`src/rtl/mwa_pkg.sv`:
```
package mwa_pkg;

  // Datapath width and default depth of the queue between front and back.
  localparam int unsigned MWA_XLEN        = 64;
  localparam int unsigned MWA_QUEUE_DEPTH = 4;

  // Operation codes.
  typedef enum logic [2:0] {
    OP_ADD = 3'd0,
    OP_SUB = 3'd1,
    OP_MUL = 3'd2,
    OP_DIV = 3'd3,
    OP_MOD = 3'd4,
    OP_NEG = 3'd5,
    OP_SHL = 3'd6,
    OP_SAR = 3'd7
  } mwa_op_t;

  // Operand width codes.
  typedef enum logic [1:0] {
    W8  = 2'd0,
    W16 = 2'd1,
    W32 = 2'd2,
    W64 = 2'd3
  } mwa_width_t;

  // Classified item as it travels from the front to the back.
  // For div and mod, a and b already hold the magnitudes.
  typedef struct packed {
    mwa_op_t    op;
    mwa_width_t width_sel;
    logic       ext_sign;
    logic       dz;
    logic       neg_q;
    logic       neg_r;
    logic [63:0] a;
    logic [63:0] b;
  } mwa_item_t;

  // Contents of one stage of the execute pipeline.
  typedef struct packed {
    mwa_op_t    op;
    mwa_width_t width_sel;
    logic       ext_sign;
    logic       dz;
    logic       neg_q;
    logic       neg_r;
    logic [63:0] rem;
    logic [63:0] quo;
    logic [63:0] dvs;
  } mwa_stage_t;

  // One finished result.
  typedef struct packed {
    logic [63:0] value;
    logic        valid;
    logic        status;
  } mwa_res_t;

  // Mask that keeps the low width bits.
  function automatic logic [63:0] mwa_mask(mwa_width_t ws);
    logic [63:0] m;
    case (ws)
      W8:      m = 64'h0000_0000_0000_00FF;
      W16:     m = 64'h0000_0000_0000_FFFF;
      W32:     m = 64'h0000_0000_FFFF_FFFF;
      default: m = 64'hFFFF_FFFF_FFFF_FFFF;
    endcase
    return m;
  endfunction

  // Number of bits in the operand width.
  function automatic logic [6:0] mwa_bits(mwa_width_t ws);
    logic [6:0] n;
    case (ws)
      W8:      n = 7'd8;
      W16:     n = 7'd16;
      W32:     n = 7'd32;
      default: n = 7'd64;
    endcase
    return n;
  endfunction

  // Sign extension from the operand width to 64 bits.
  function automatic logic [63:0] mwa_sext(logic [63:0] v, mwa_width_t ws);
    logic [63:0] r;
    case (ws)
      W8:      r = {{56{v[7]}}, v[7:0]};
      W16:     r = {{48{v[15]}}, v[15:0]};
      W32:     r = {{32{v[31]}}, v[31:0]};
      default: r = v;
    endcase
    return r;
  endfunction

endpackage

```
`src/rtl/mwa_front.sv`:
```
module mwa_front import mwa_pkg::*; (
  input  logic [2:0]  in_mode,
  input  logic [1:0]  in_width_sel,
  input  logic        in_is_signed,
  input  logic [63:0] in_operand_a,
  input  logic [63:0] in_operand_b,
  output mwa_item_t   item
);

  // Mask the operands, flag a zero divisor and turn signed division
  // operands into magnitudes with the signs of quotient and remainder.
  always_comb begin
    mwa_op_t     op;
    mwa_width_t  ws;
    logic [63:0] m;
    logic [63:0] a;
    logic [63:0] b;
    logic [63:0] sa;
    logic [63:0] sb;
    logic        is_div;
    op     = mwa_op_t'(in_mode);
    ws     = mwa_width_t'(in_width_sel);
    m      = mwa_mask(ws);
    a      = in_operand_a & m;
    b      = in_operand_b & m;
    sa     = mwa_sext(a, ws);
    sb     = mwa_sext(b, ws);
    is_div = (op == OP_DIV) || (op == OP_MOD);

    item           = '0;
    item.op        = op;
    item.width_sel = ws;
    item.ext_sign  = ((op == OP_MUL) || is_div) ? in_is_signed : 1'b1;
    item.dz        = is_div && (b == 64'd0);
    item.a         = a;
    item.b         = b;
    if (is_div && in_is_signed) begin
      item.a     = sa[63] ? (64'd0 - sa) : sa;
      item.b     = sb[63] ? (64'd0 - sb) : sb;
      item.neg_q = sa[63] ^ sb[63];
      item.neg_r = sa[63];
    end
  end

endmodule

```
`config.mk`:
```
export PLATFORM = sky130hd
export DESIGN_NAME = mwa_front
export DESIGN_NICKNAME = d
export VERILOG_FILES = /design/src/rtl/mwa_pkg.sv /design/src/rtl/mwa_front.sv
export SDC_FILE = /design/constraint.sdc
export NUM_CORES = 1
export LEC_CHECK = 0
export BUFFER_PORTS_ARGS = -buffer_cell sky130_fd_sc_hd__buf_2
export CAP_MARGIN = 10
export CELL_PAD_IN_SITES_DETAIL_PLACEMENT = 1
export CELL_PAD_IN_SITES_GLOBAL_PLACEMENT = 2
export CORE_UTILIZATION = 25
export DETAILED_ROUTE_END_ITERATION = 10
export GPL_ROUTABILITY_DRIVEN = 0
export PLACE_DENSITY = 0.9
export SLEW_MARGIN = 20
export SYNTH_ARGS = -nofsm -noshare
export SYNTH_HDL_FRONTEND = slang
export SYNTH_SLANG_ARGS = --single-unit
```
`constraint.sdc`:
```
create_clock -name vclk -period 6
set_clock_uncertainty 0.05 [all_clocks]
set_input_delay 0.3 -clock vclk [all_inputs]
set_output_delay 0.3 -clock vclk [all_outputs]
set_load 0.005 [all_outputs]
```
==> impl_summary.txt <==
----------------------------------------------------
[Floorplan]
  Total Die Area ... 21300 sq um
  Number of core rows ... 52
  Boundary pin count ... 271
  Core region area ... 20200 sq um
  Vert. Die Dim ... 146 um
  Initial Utilization ... 0.256
  Overall die width ... 146 um

[Setup path]
  Arrival @ worst endpoint ... 3.68 ns
  CP peak stage delay ... 0.94 ns
  Kind of cell with the highest combined delay on the critical path ... compound AO/OA/AOI/OAI gates
  Buffer and inverter count on the worst path ... 4
  Critical path launch point type ... primary input
  Critical path class ... in2out
  Required time reported for the critical path endpoint ... 5.65 ns
  Critical path cell sequence ... buf_2 > inv_1 > buf_4 > or3_1 > a2111oi_4 > nand3_2 > o31a_1 > xor2_1 > buf_2
  Worst Setup End Kind ... output pin
  Cell mode on critical path ... buf_2
  Maximum fanout along the worst path ... 53
  Highest-delay cell along the critical path ... a2111oi_4

[Placement]
  Port-buffer cells ... 271
  Placed cells ... 1334
  Placement-stage cell area ... 6640 sq um
  Detailed placer's ending HPWL ... 19.9 mm

[Timing]
  Pins Over Slew Limit ... 0
  Post-route minimum period ... 4.03 ns
  Share of the clock period used by the worst path ... 0.671
  Worst slew margin relative to its limit ... 0.313
  Measured slew at the worst slew-check pin ... 1.03 ns
  Endpoints failing setup ... 0
  Post-route setup TNS ... 0 ns
  Final hold viol count ... 0
  RSZ-0062 raised after global routing ... false
  Max Freq ... 248 MHz

[Power and ir drop]
  Final Total Pwr ... 0.459 mW
  Worst IR Drop VDD ... 0.0340 mV
  Pwr per Cell Area ... 69.2 nW/um^2
  Static Leakage ... 3.12 nW

[Synthesis]
  Leading post-synthesis cells by cell area ... nor2_1, xnor2_1, a21oi_1, xor2_1, nand2_1
  Share of the yosys chip area belonging to registers ... 0
  Number of instances in the synthesized netlist ... 855
  Most area-hungry cell type in the Yosys netlist ... nor2_1
  Number of distinct library cell variants in the gate-level netlist after synthesis ... 74
  Area of the mapped netlist ... 5170 sq um
  Avg Inst Size Synth ... 6.05 sq um
  Top-area cell type share of the netlist area ... 0.0849
  Synth warnings ... 0
  Synthesized netlist net count ... 991

[GRT]
  Remaining Overflow, GRT ... 0
  Global-route wire length before repair ... 39.7 mm
  Overall track demand over capacity in global routing ... 0.225
  Number of antenna violations at the first check in global routing ... 1
  Pin count of the biggest net entering global routing ... 59
  Vias in the first global route ... 7484

[Route]
  Drt first pass iters ... 4
  Vias post-DR ... 7479
  Remaining antenna violation count after routing ... 0
  Aggregate routed wire length ... 25.1 mm
  Post-route DRC violation count ... 0
  Total length of routed met3 wires ... 1.33 mm
  Initial drt markers ... 330
  Via/cell ratio ... 5.60
  Routed wire per std cell ... 18.8 um
  WL met2 ... 12.2 mm
  Top layer used by detailed routing ... met4
  Routed metal-1 wire length ... 11.0 mm

[Layout]
  Nets@finish ... 1202
  Area of the multi-input gates ... 4790 sq um
  Sequential cell count of the final layout ... 0
  Layout cell share with drive strength beyond 1 ... 0.291
  Register area ... 0 sq um
  Count of fill cells added during filler insertion ... 2752
  Non-Filler Cell Area, Final ... 6640 sq um
  Final Non-Filler Cells ... 1335
  Number of clock buffers in the layout ... 0
  Growth of design area from synthesis to finish ... 28.4%
  End-of-flow core utilization ... 0.328

[Clock tree]
  Quantity of gates resized following cts ... 0
  Post-CTS setup buffer count ... 0
  Number of buffers inserted by hold repair at cts ... 0

[Run]
  Max-cap violations ... 0

[Worst hold path]
  Hold Crit Depth ... 2
  Worst min-delay path class ... in2out
  Hold-critical path endpoint ... item[136]
  Hold path startpoint ... in_mode[2]

[Status]
  Result of the run ... complete, no violations

----------------------------------------------------
## worst max-delay path by stage
stage	slack [ns]	startpoint	cells after the start	end
after detailed placement	2.01	in_width_sel[1]	9	item[51]
after floorplan	3.38	in_operand_b[1]	9	item[58]
after global placement	2.03	in_width_sel[1]	9	item[126]
after global routing	1.76	in_width_sel[1]	9	item[126]
final	1.97	in_width_sel[1]	9	item[53]
after CTS	1.99	in_width_sel[1]	9	item[108]
## kinds of logic (layout without fill, tap and decap cells)
| group | count (synthesis) | after routing | synth area share |
|---|---|---|---|
| compound gates | 287 | 287 | 0.376 |
| other cells | 0 | 1 | 0 |
| fa+ha+maj | 2 | 2 | 0.00484 |
| mux | 18 | 18 | 0.0404 |
| simple gates | 372 | 372 | 0.353 |
| xor+xnor | 90 | 90 | 0.152 |
| buf+inv | 86 | 295 | 0.0733 |
## through the flow
| stage | setup WS (ns) | hold slack (ns) |
|---|---|---|
| 2_1_floorplan | 3.38 | 0.605 |
| 3_3_place_gp | 2.03 | 0.757 |
| 3_5_place_dp | 2.01 | 0.761 |
| 4_1_cts | 1.99 | 0.761 |
| 5_1_grt | 1.76 | 0.771 |
| 6_report | 1.97 | 0.762 |
## synth_stat cells (5+ instances only)
library cell  instances
nor2_1              117
nand2_1              95
a21oi_1              77
o21ai_0              48
xnor2_1              48
clkbuf_1             47
xor2_1               42
nor3_1               33
a31oi_1              21
nor4_1               19
a21o_1               18
o31ai_1              17
o41ai_1              17
or3_1                14
mux2i_1              13
nand4_1              13
inv_1                12
nand3_1              12
and3_1               11
buf_4                11
a211oi_1             10
a41oi_1               9
buf_1                 9
or4_1                 9
nand2b_1              7
and2_1                6
buf_2                 6
nor3b_1               6
o21a_1                6
o31a_1                6
a22oi_1               5
a31o_2                5
o22ai_1               5
or2_2                 5
## cells in the final DEF (no fill, tap or decap), types with 18 or more instances in the layout
cell / instances
nand2_1: 95
nor3_1: 33
a21oi_1: 77
a21o_1: 18
xor2_1: 42
o21ai_0: 48
a31oi_1: 21
buf_2: 271
xnor2_1: 48
nor2_1: 116
nor4_1: 19
## power breakdown
group | internal, mW | switching (mW)
clock network | 0.0000000223 | 0
registers | 0 | 0
logic | 0.187 | 0.272
## cell type report
cell class         count  area share
inverters             12     0.00678
well taps            270      0.0509
repair buffers       283       0.220
multi-input cells    769       0.722
diodes                 1    0.000377
## layer usage
metal | vias to the layer above | GRT usage
met5 | - | 0
met1 | 3560 | 0.286
met4 | 0 | 0.0574
li1 | 3619 | -
met2 | 262 | 0.402
met3 | 38 | 0.0216
No activity file was read; power rests on OpenSTA's default activity.
