==> src/rtl/mwa_pkg.sv <==
package mwa_pkg;

  // Datapath width and default depth of the queue between front and back.
  localparam int unsigned MWA_XLEN        = 64;
  localparam int unsigned MWA_QUEUE_DEPTH = 4;

  // Operation codes.
  typedef enum logic [2:0] {
    OP_ADD = 3'd0,
    OP_SUB = 3'd1,
    OP_MUL = 3'd2,
    OP_DIV = 3'd3,
    OP_MOD = 3'd4,
    OP_NEG = 3'd5,
    OP_SHL = 3'd6,
    OP_SAR = 3'd7
  } mwa_op_t;

  // Operand width codes.
  typedef enum logic [1:0] {
    W8  = 2'd0,
    W16 = 2'd1,
    W32 = 2'd2,
    W64 = 2'd3
  } mwa_width_t;

  // Classified item as it travels from the front to the back.
  // For div and mod, a and b already hold the magnitudes.
  typedef struct packed {
    mwa_op_t    op;
    mwa_width_t width_sel;
    logic       ext_sign;
    logic       dz;
    logic       neg_q;
    logic       neg_r;
    logic [63:0] a;
    logic [63:0] b;
  } mwa_item_t;

  // Contents of one stage of the execute pipeline.
  typedef struct packed {
    mwa_op_t    op;
    mwa_width_t width_sel;
    logic       ext_sign;
    logic       dz;
    logic       neg_q;
    logic       neg_r;
    logic [63:0] rem;
    logic [63:0] quo;
    logic [63:0] dvs;
  } mwa_stage_t;

  // One finished result.
  typedef struct packed {
    logic [63:0] value;
    logic        valid;
    logic        status;
  } mwa_res_t;

  // Mask that keeps the low width bits.
  function automatic logic [63:0] mwa_mask(mwa_width_t ws);
    logic [63:0] m;
    case (ws)
      W8:      m = 64'h0000_0000_0000_00FF;
      W16:     m = 64'h0000_0000_0000_FFFF;
      W32:     m = 64'h0000_0000_FFFF_FFFF;
      default: m = 64'hFFFF_FFFF_FFFF_FFFF;
    endcase
    return m;
  endfunction

  // Number of bits in the operand width.
  function automatic logic [6:0] mwa_bits(mwa_width_t ws);
    logic [6:0] n;
    case (ws)
      W8:      n = 7'd8;
      W16:     n = 7'd16;
      W32:     n = 7'd32;
      default: n = 7'd64;
    endcase
    return n;
  endfunction

  // Sign extension from the operand width to 64 bits.
  function automatic logic [63:0] mwa_sext(logic [63:0] v, mwa_width_t ws);
    logic [63:0] r;
    case (ws)
      W8:      r = {{56{v[7]}}, v[7:0]};
      W16:     r = {{48{v[15]}}, v[15:0]};
      W32:     r = {{32{v[31]}}, v[31:0]};
      default: r = v;
    endcase
    return r;
  endfunction

endpackage

==> src/rtl/mwa_queue.sv <==
module mwa_queue import mwa_pkg::*; #(
  parameter int unsigned DEPTH = MWA_QUEUE_DEPTH
) (
  input  logic      clk,
  input  logic      rst_n,
  input  logic      push,
  output logic      full,
  input  mwa_item_t wdata,
  input  logic      pop,
  output logic      empty,
  output mwa_item_t rdata
);

  localparam int unsigned AW = $clog2(DEPTH);
  localparam int unsigned CW = $clog2(DEPTH + 1);

  mwa_item_t       mem [DEPTH];
  logic [AW-1:0]   wr_ptr_r, wr_ptr_nxt;
  logic [AW-1:0]   rd_ptr_r, rd_ptr_nxt;
  logic [CW-1:0]   cnt_r, cnt_nxt;
  logic            do_push;
  logic            do_pop;

  assign full    = (cnt_r == CW'(DEPTH));
  assign empty   = (cnt_r == '0);
  assign do_push = push && !full;
  assign do_pop  = pop && !empty;
  assign rdata   = mem[rd_ptr_r];

  // Pointer and fill count updates.
  always_comb begin
    wr_ptr_nxt = wr_ptr_r;
    rd_ptr_nxt = rd_ptr_r;
    cnt_nxt    = cnt_r;
    if (do_push) begin
      wr_ptr_nxt = (wr_ptr_r == AW'(DEPTH - 1)) ? '0 : wr_ptr_r + 1'b1;
    end
    if (do_pop) begin
      rd_ptr_nxt = (rd_ptr_r == AW'(DEPTH - 1)) ? '0 : rd_ptr_r + 1'b1;
    end
    if (do_push && !do_pop) begin
      cnt_nxt = cnt_r + 1'b1;
    end else if (do_pop && !do_push) begin
      cnt_nxt = cnt_r - 1'b1;
    end
  end

  always_ff @(posedge clk) begin
    if (!rst_n) begin
      wr_ptr_r <= '0;
      rd_ptr_r <= '0;
      cnt_r    <= '0;
    end else begin
      wr_ptr_r <= wr_ptr_nxt;
      rd_ptr_r <= rd_ptr_nxt;
      cnt_r    <= cnt_nxt;
    end
  end

  // Storage write.
  always_ff @(posedge clk) begin
    if (do_push) begin
      mem[wr_ptr_r] <= wdata;
    end
  end

endmodule

==> config.mk <==
export PLATFORM = sky130hd
export DESIGN_NAME = mwa_queue
export DESIGN_NICKNAME = d
export VERILOG_FILES = /design/src/rtl/mwa_pkg.sv /design/src/rtl/mwa_queue.sv
export SDC_FILE = /design/constraint.sdc
export NUM_CORES = 1
export LEC_CHECK = 0
export ABC_AREA = 1
export BUFFER_PORTS_ARGS = -buffer_cell sky130_fd_sc_hd__buf_4
export CAP_MARGIN = 20
export CELL_PAD_IN_SITES_DETAIL_PLACEMENT = 1
export CELL_PAD_IN_SITES_GLOBAL_PLACEMENT = 2
export CORE_ASPECT_RATIO = 1.1
export CORE_MARGIN = 4
export CORE_UTILIZATION = 44
export CTS_CLUSTER_SIZE = 12
export DETAILED_ROUTE_END_ITERATION = 6
export PLACE_DENSITY_LB_ADDON = 0.12
export SYNTH_ARGS = -nofsm -noshare
export SYNTH_HDL_FRONTEND = slang
export SYNTH_SLANG_ARGS = --single-unit
==> constraint.sdc <==
create_clock -name clk -period 16.6 [get_ports clk]
set_input_delay 4.98 -clock clk [delete_from_list [all_inputs] [get_ports clk]]
set_output_delay 4.98 -clock clk [all_outputs]
set_load 0.05 [all_outputs]
==> flow_summary.json <==
{
  "fmax_mhz": 118,
  "io_pins": 280,
  "syn_to_final_growth_pct": 19.5,
  "h-tree-depth": 2,
  "cp-start-kind": "register",
  "dp_hpwl_um": 28600,
  "avgSynthCellArea_um2": 14.9,
  "post-cts-setup-buffers": 0,
  "cts_buffers": 56,
  "crit_slowest_cell": "inv_8",
  "setup_viol": 0,
  "cts_hold_buf": 0,
  "initial_core_util_pct": 44.5,
  "fin_area_mm2": 0.0248,
  "cp.required_ns": 11.62,
  "grt_pass1_vias": 12912,
  "clock-sinks": 557,
  "drive_above_1_share_pct": 21.7,
  "final_nets": 1807,
  "cts-root-buf": "clkbuf_16",
  "crit_type": "register to primary output",
  "clkTransAtPathRegs_ns": 0.05,
  "num_rows": 83,
  "p_leak_nw": 8.60,
  "ctsResizeCount": 0,
  "status": "complete, no violations",
  "finalClockSkew_ns": 0.0152,
  "drc": 0,
  "dr.pass1.iters": 6,
  "pre_cts_ws_ns": 8.50,
  "grt_overflow_total": 0,
  "fill_cells": 4550,
  "synth.cell_area_mm2": 0.0208,
  "finalPower_mw": 4.63,
  "max_cap_viol_count": 0,
  "track_usage_pct": 19.5,
  "end_kind": "primary output",
  "dr.first_iter.drc_count": 715,
  "route.vias.total": 12375,
  "crit_top_cell": "buf_4",
  "crit_path_max_incr_delay_ns": 0.77,
  "core_mm2": 0.0467,
  "regArea_mm2": 0.0166,
  "dpl_cell_area_mm2": 0.0232,
  "arrival_ns": 3.48,
  "clkLatencyLatePin_ns": 0.59,
  "cp_cell_sequence": "inv_8, buf_4, buf_12, o21ai_1, o22ai_1, buf_4",
  "cp_top_family": "buffers and inverters",
  "worst_pin_slew_ns": 1.11,
  "tns_ns": 0,
  "ys_types": 19,
  "synth.area.top_cells": "edfxtp_1, nor2_1, o22ai_1",
  "max-clock-path-buffers": 3,
  "period_minus_slack_ns": 8.46,
  "period_share_pct": 51.0,
  "powerDensity_mw_per_mm2": 186,
  "multiInputGateArea_mm2": 0.00354,
  "final.setup.worst_slack_ns": 8.14,
  "yosys_warnings": 0,
  "routabilityCongestion": 0.736,
  "die_x_um": 215,
  "synth_top_area_share_pct": 79.1,
  "slew_violations": 0,
  "synthCells": 1397,
  "min_path_type": "register to register",
  "yosysTopAreaCell": "edfxtp_1",
  "die_h_um": 236,
  "antenna_found_initial": 10,
  "rsz0062_at_grt": "false",
  "io_buffers": 279,
  "avgRoutedWirePerCell_um": 22.0,
  "wl_um": 50500,
  "ys_seq_area_share_pct": 80.0,
  "maxSlewHeadroom_pct": 26.2,
  "fp.dieArea_mm2": 0.0508,
  "viasPerCell": 5.40,
  "hold_violations": 0,
  "ys_seq_elements": 557,
  "vdd_drop_max_v": 0.000121,
  "cp_num_buf_inv": 4,
  "synth_nets": 1545,
  "crit_fanout": 179,
  "grt_max_degree": 180,
  "fin_util_pct": 53.2,
  "cts_tree": "yes",
  "antenna_left": 0,
  "grt_pass1_wl_um": 77000
}
cell usage after synthesis:
library cell / instances
edfxtp_1: 548
buf_6: 24
nand4_1: 1
nor2_1: 291
nand3b_1: 1
o21ai_1: 123
inv_4: 1
nand2_1: 15
clkbuf_1: 50
inv_1: 18
buf_4: 14
ha_1: 6
a21oi_1: 2
fa_1: 1
o21ai_0: 153
buf_2: 2
nand3_1: 1
dfxtp_1: 9
o22ai_1: 137
final cells by class:
class / instances / area share, %
diodes: 6 / 0.0604
flip-flops and latches: 557 / 67.0
well taps: 595 / 3.00
clock buffers: 77 / 6.12
inverters: 19 / 0.327
repair buffers: 294 / 9.03
clock inverters: 11 / 0.227
multi-input cells: 731 / 14.3
logic make-up after synthesis:
logic type      synth area share [%]
flops                           80.0
compound gates                  10.8
simple gates                    5.61
buf+inv                         3.11
fa+ha+maj                      0.457
report_power, final:
group	switching (mW)	internal, mW
combinational	1.31	0.445
clock	0.481	0.630
sequential	0.0528	1.71
total	1.84	2.79
path summary, 6_finish.rpt:
path | slack, ns | endpoint | from | cells after the start
setup / recovery | 8.14 | rdata[119] | register | 6
setup reg to reg | 13.47 | mem[3][50]$_DFFE_PP_ | cnt_r[0]$_SDFFE_PN0P_ | 6
hold / removal | 0.52 | cnt_r[1]$_SDFFE_PN0P_ | cnt_r[1]$_SDFFE_PN0P_ | 2
hold reg to reg | 0.52 | cnt_r[1]$_SDFFE_PN0P_ | cnt_r[1]$_SDFFE_PN0P_ | 2
layer usage:
| metal | global-route usage (%) | up-vias | wire length [um] | part of all wire (%) |
|---|---|---|---|---|
| met5 | 0 | - | 46 | 0.091 |
| met4 | 5.33 | 6 | 881 | 1.7 |
| met3 | 5.80 | 56 | 3390 | 6.7 |
| met2 | 32.4 | 263 | 24800 | 49 |
| met1 | 25.2 | 6266 | 21300 | 42 |
| li1 | - | 5784 | - | - |
flip-flops by register name, indices dropped and copies added, names as in the netlist, named ones only:
signal    cells
cnt_r         3
wr_ptr_r      2
rd_ptr_r      2
mem         548
stage by stage:
step,hold slack (ns),cells
2_1_floorplan,0.480,1397
3_3_place_gp,0.497,2195
3_5_place_dp,0.520,2195
4_1_cts,0.526,2283
5_1_grt,0.560,2286
6_report,0.523,2290
worst min-delay path: stages, from the launching register on:
cell and delay [ns]:
dfxtp_1 0.33, nor2_1 0.10, nor2_1 0.05
layout by cell type (no fill, tap or decap):
cell type / n
edfxtp_1: 548
clkbuf_8: 2
nand3_1: 1
inv_4: 1
nand2_1: 15
fa_1: 1
buf_12: 3
clkbuf_1: 18
inv_8: 2
diode_2: 6
o21ai_0: 153
dfxtp_4: 2
buf_4: 291
o21ai_1: 123
a21oi_1: 2
ha_1: 6
inv_1: 17
clkinvlp_4: 1
nand3b_1: 1
dfxtp_1: 7
nor2_4: 4
clkinv_1: 6
clkbuf_16: 57
nand4_1: 1
nor2_1: 287
o22ai_1: 137
clkinv_2: 3
No activity file was read; power rests on OpenSTA's default activity.
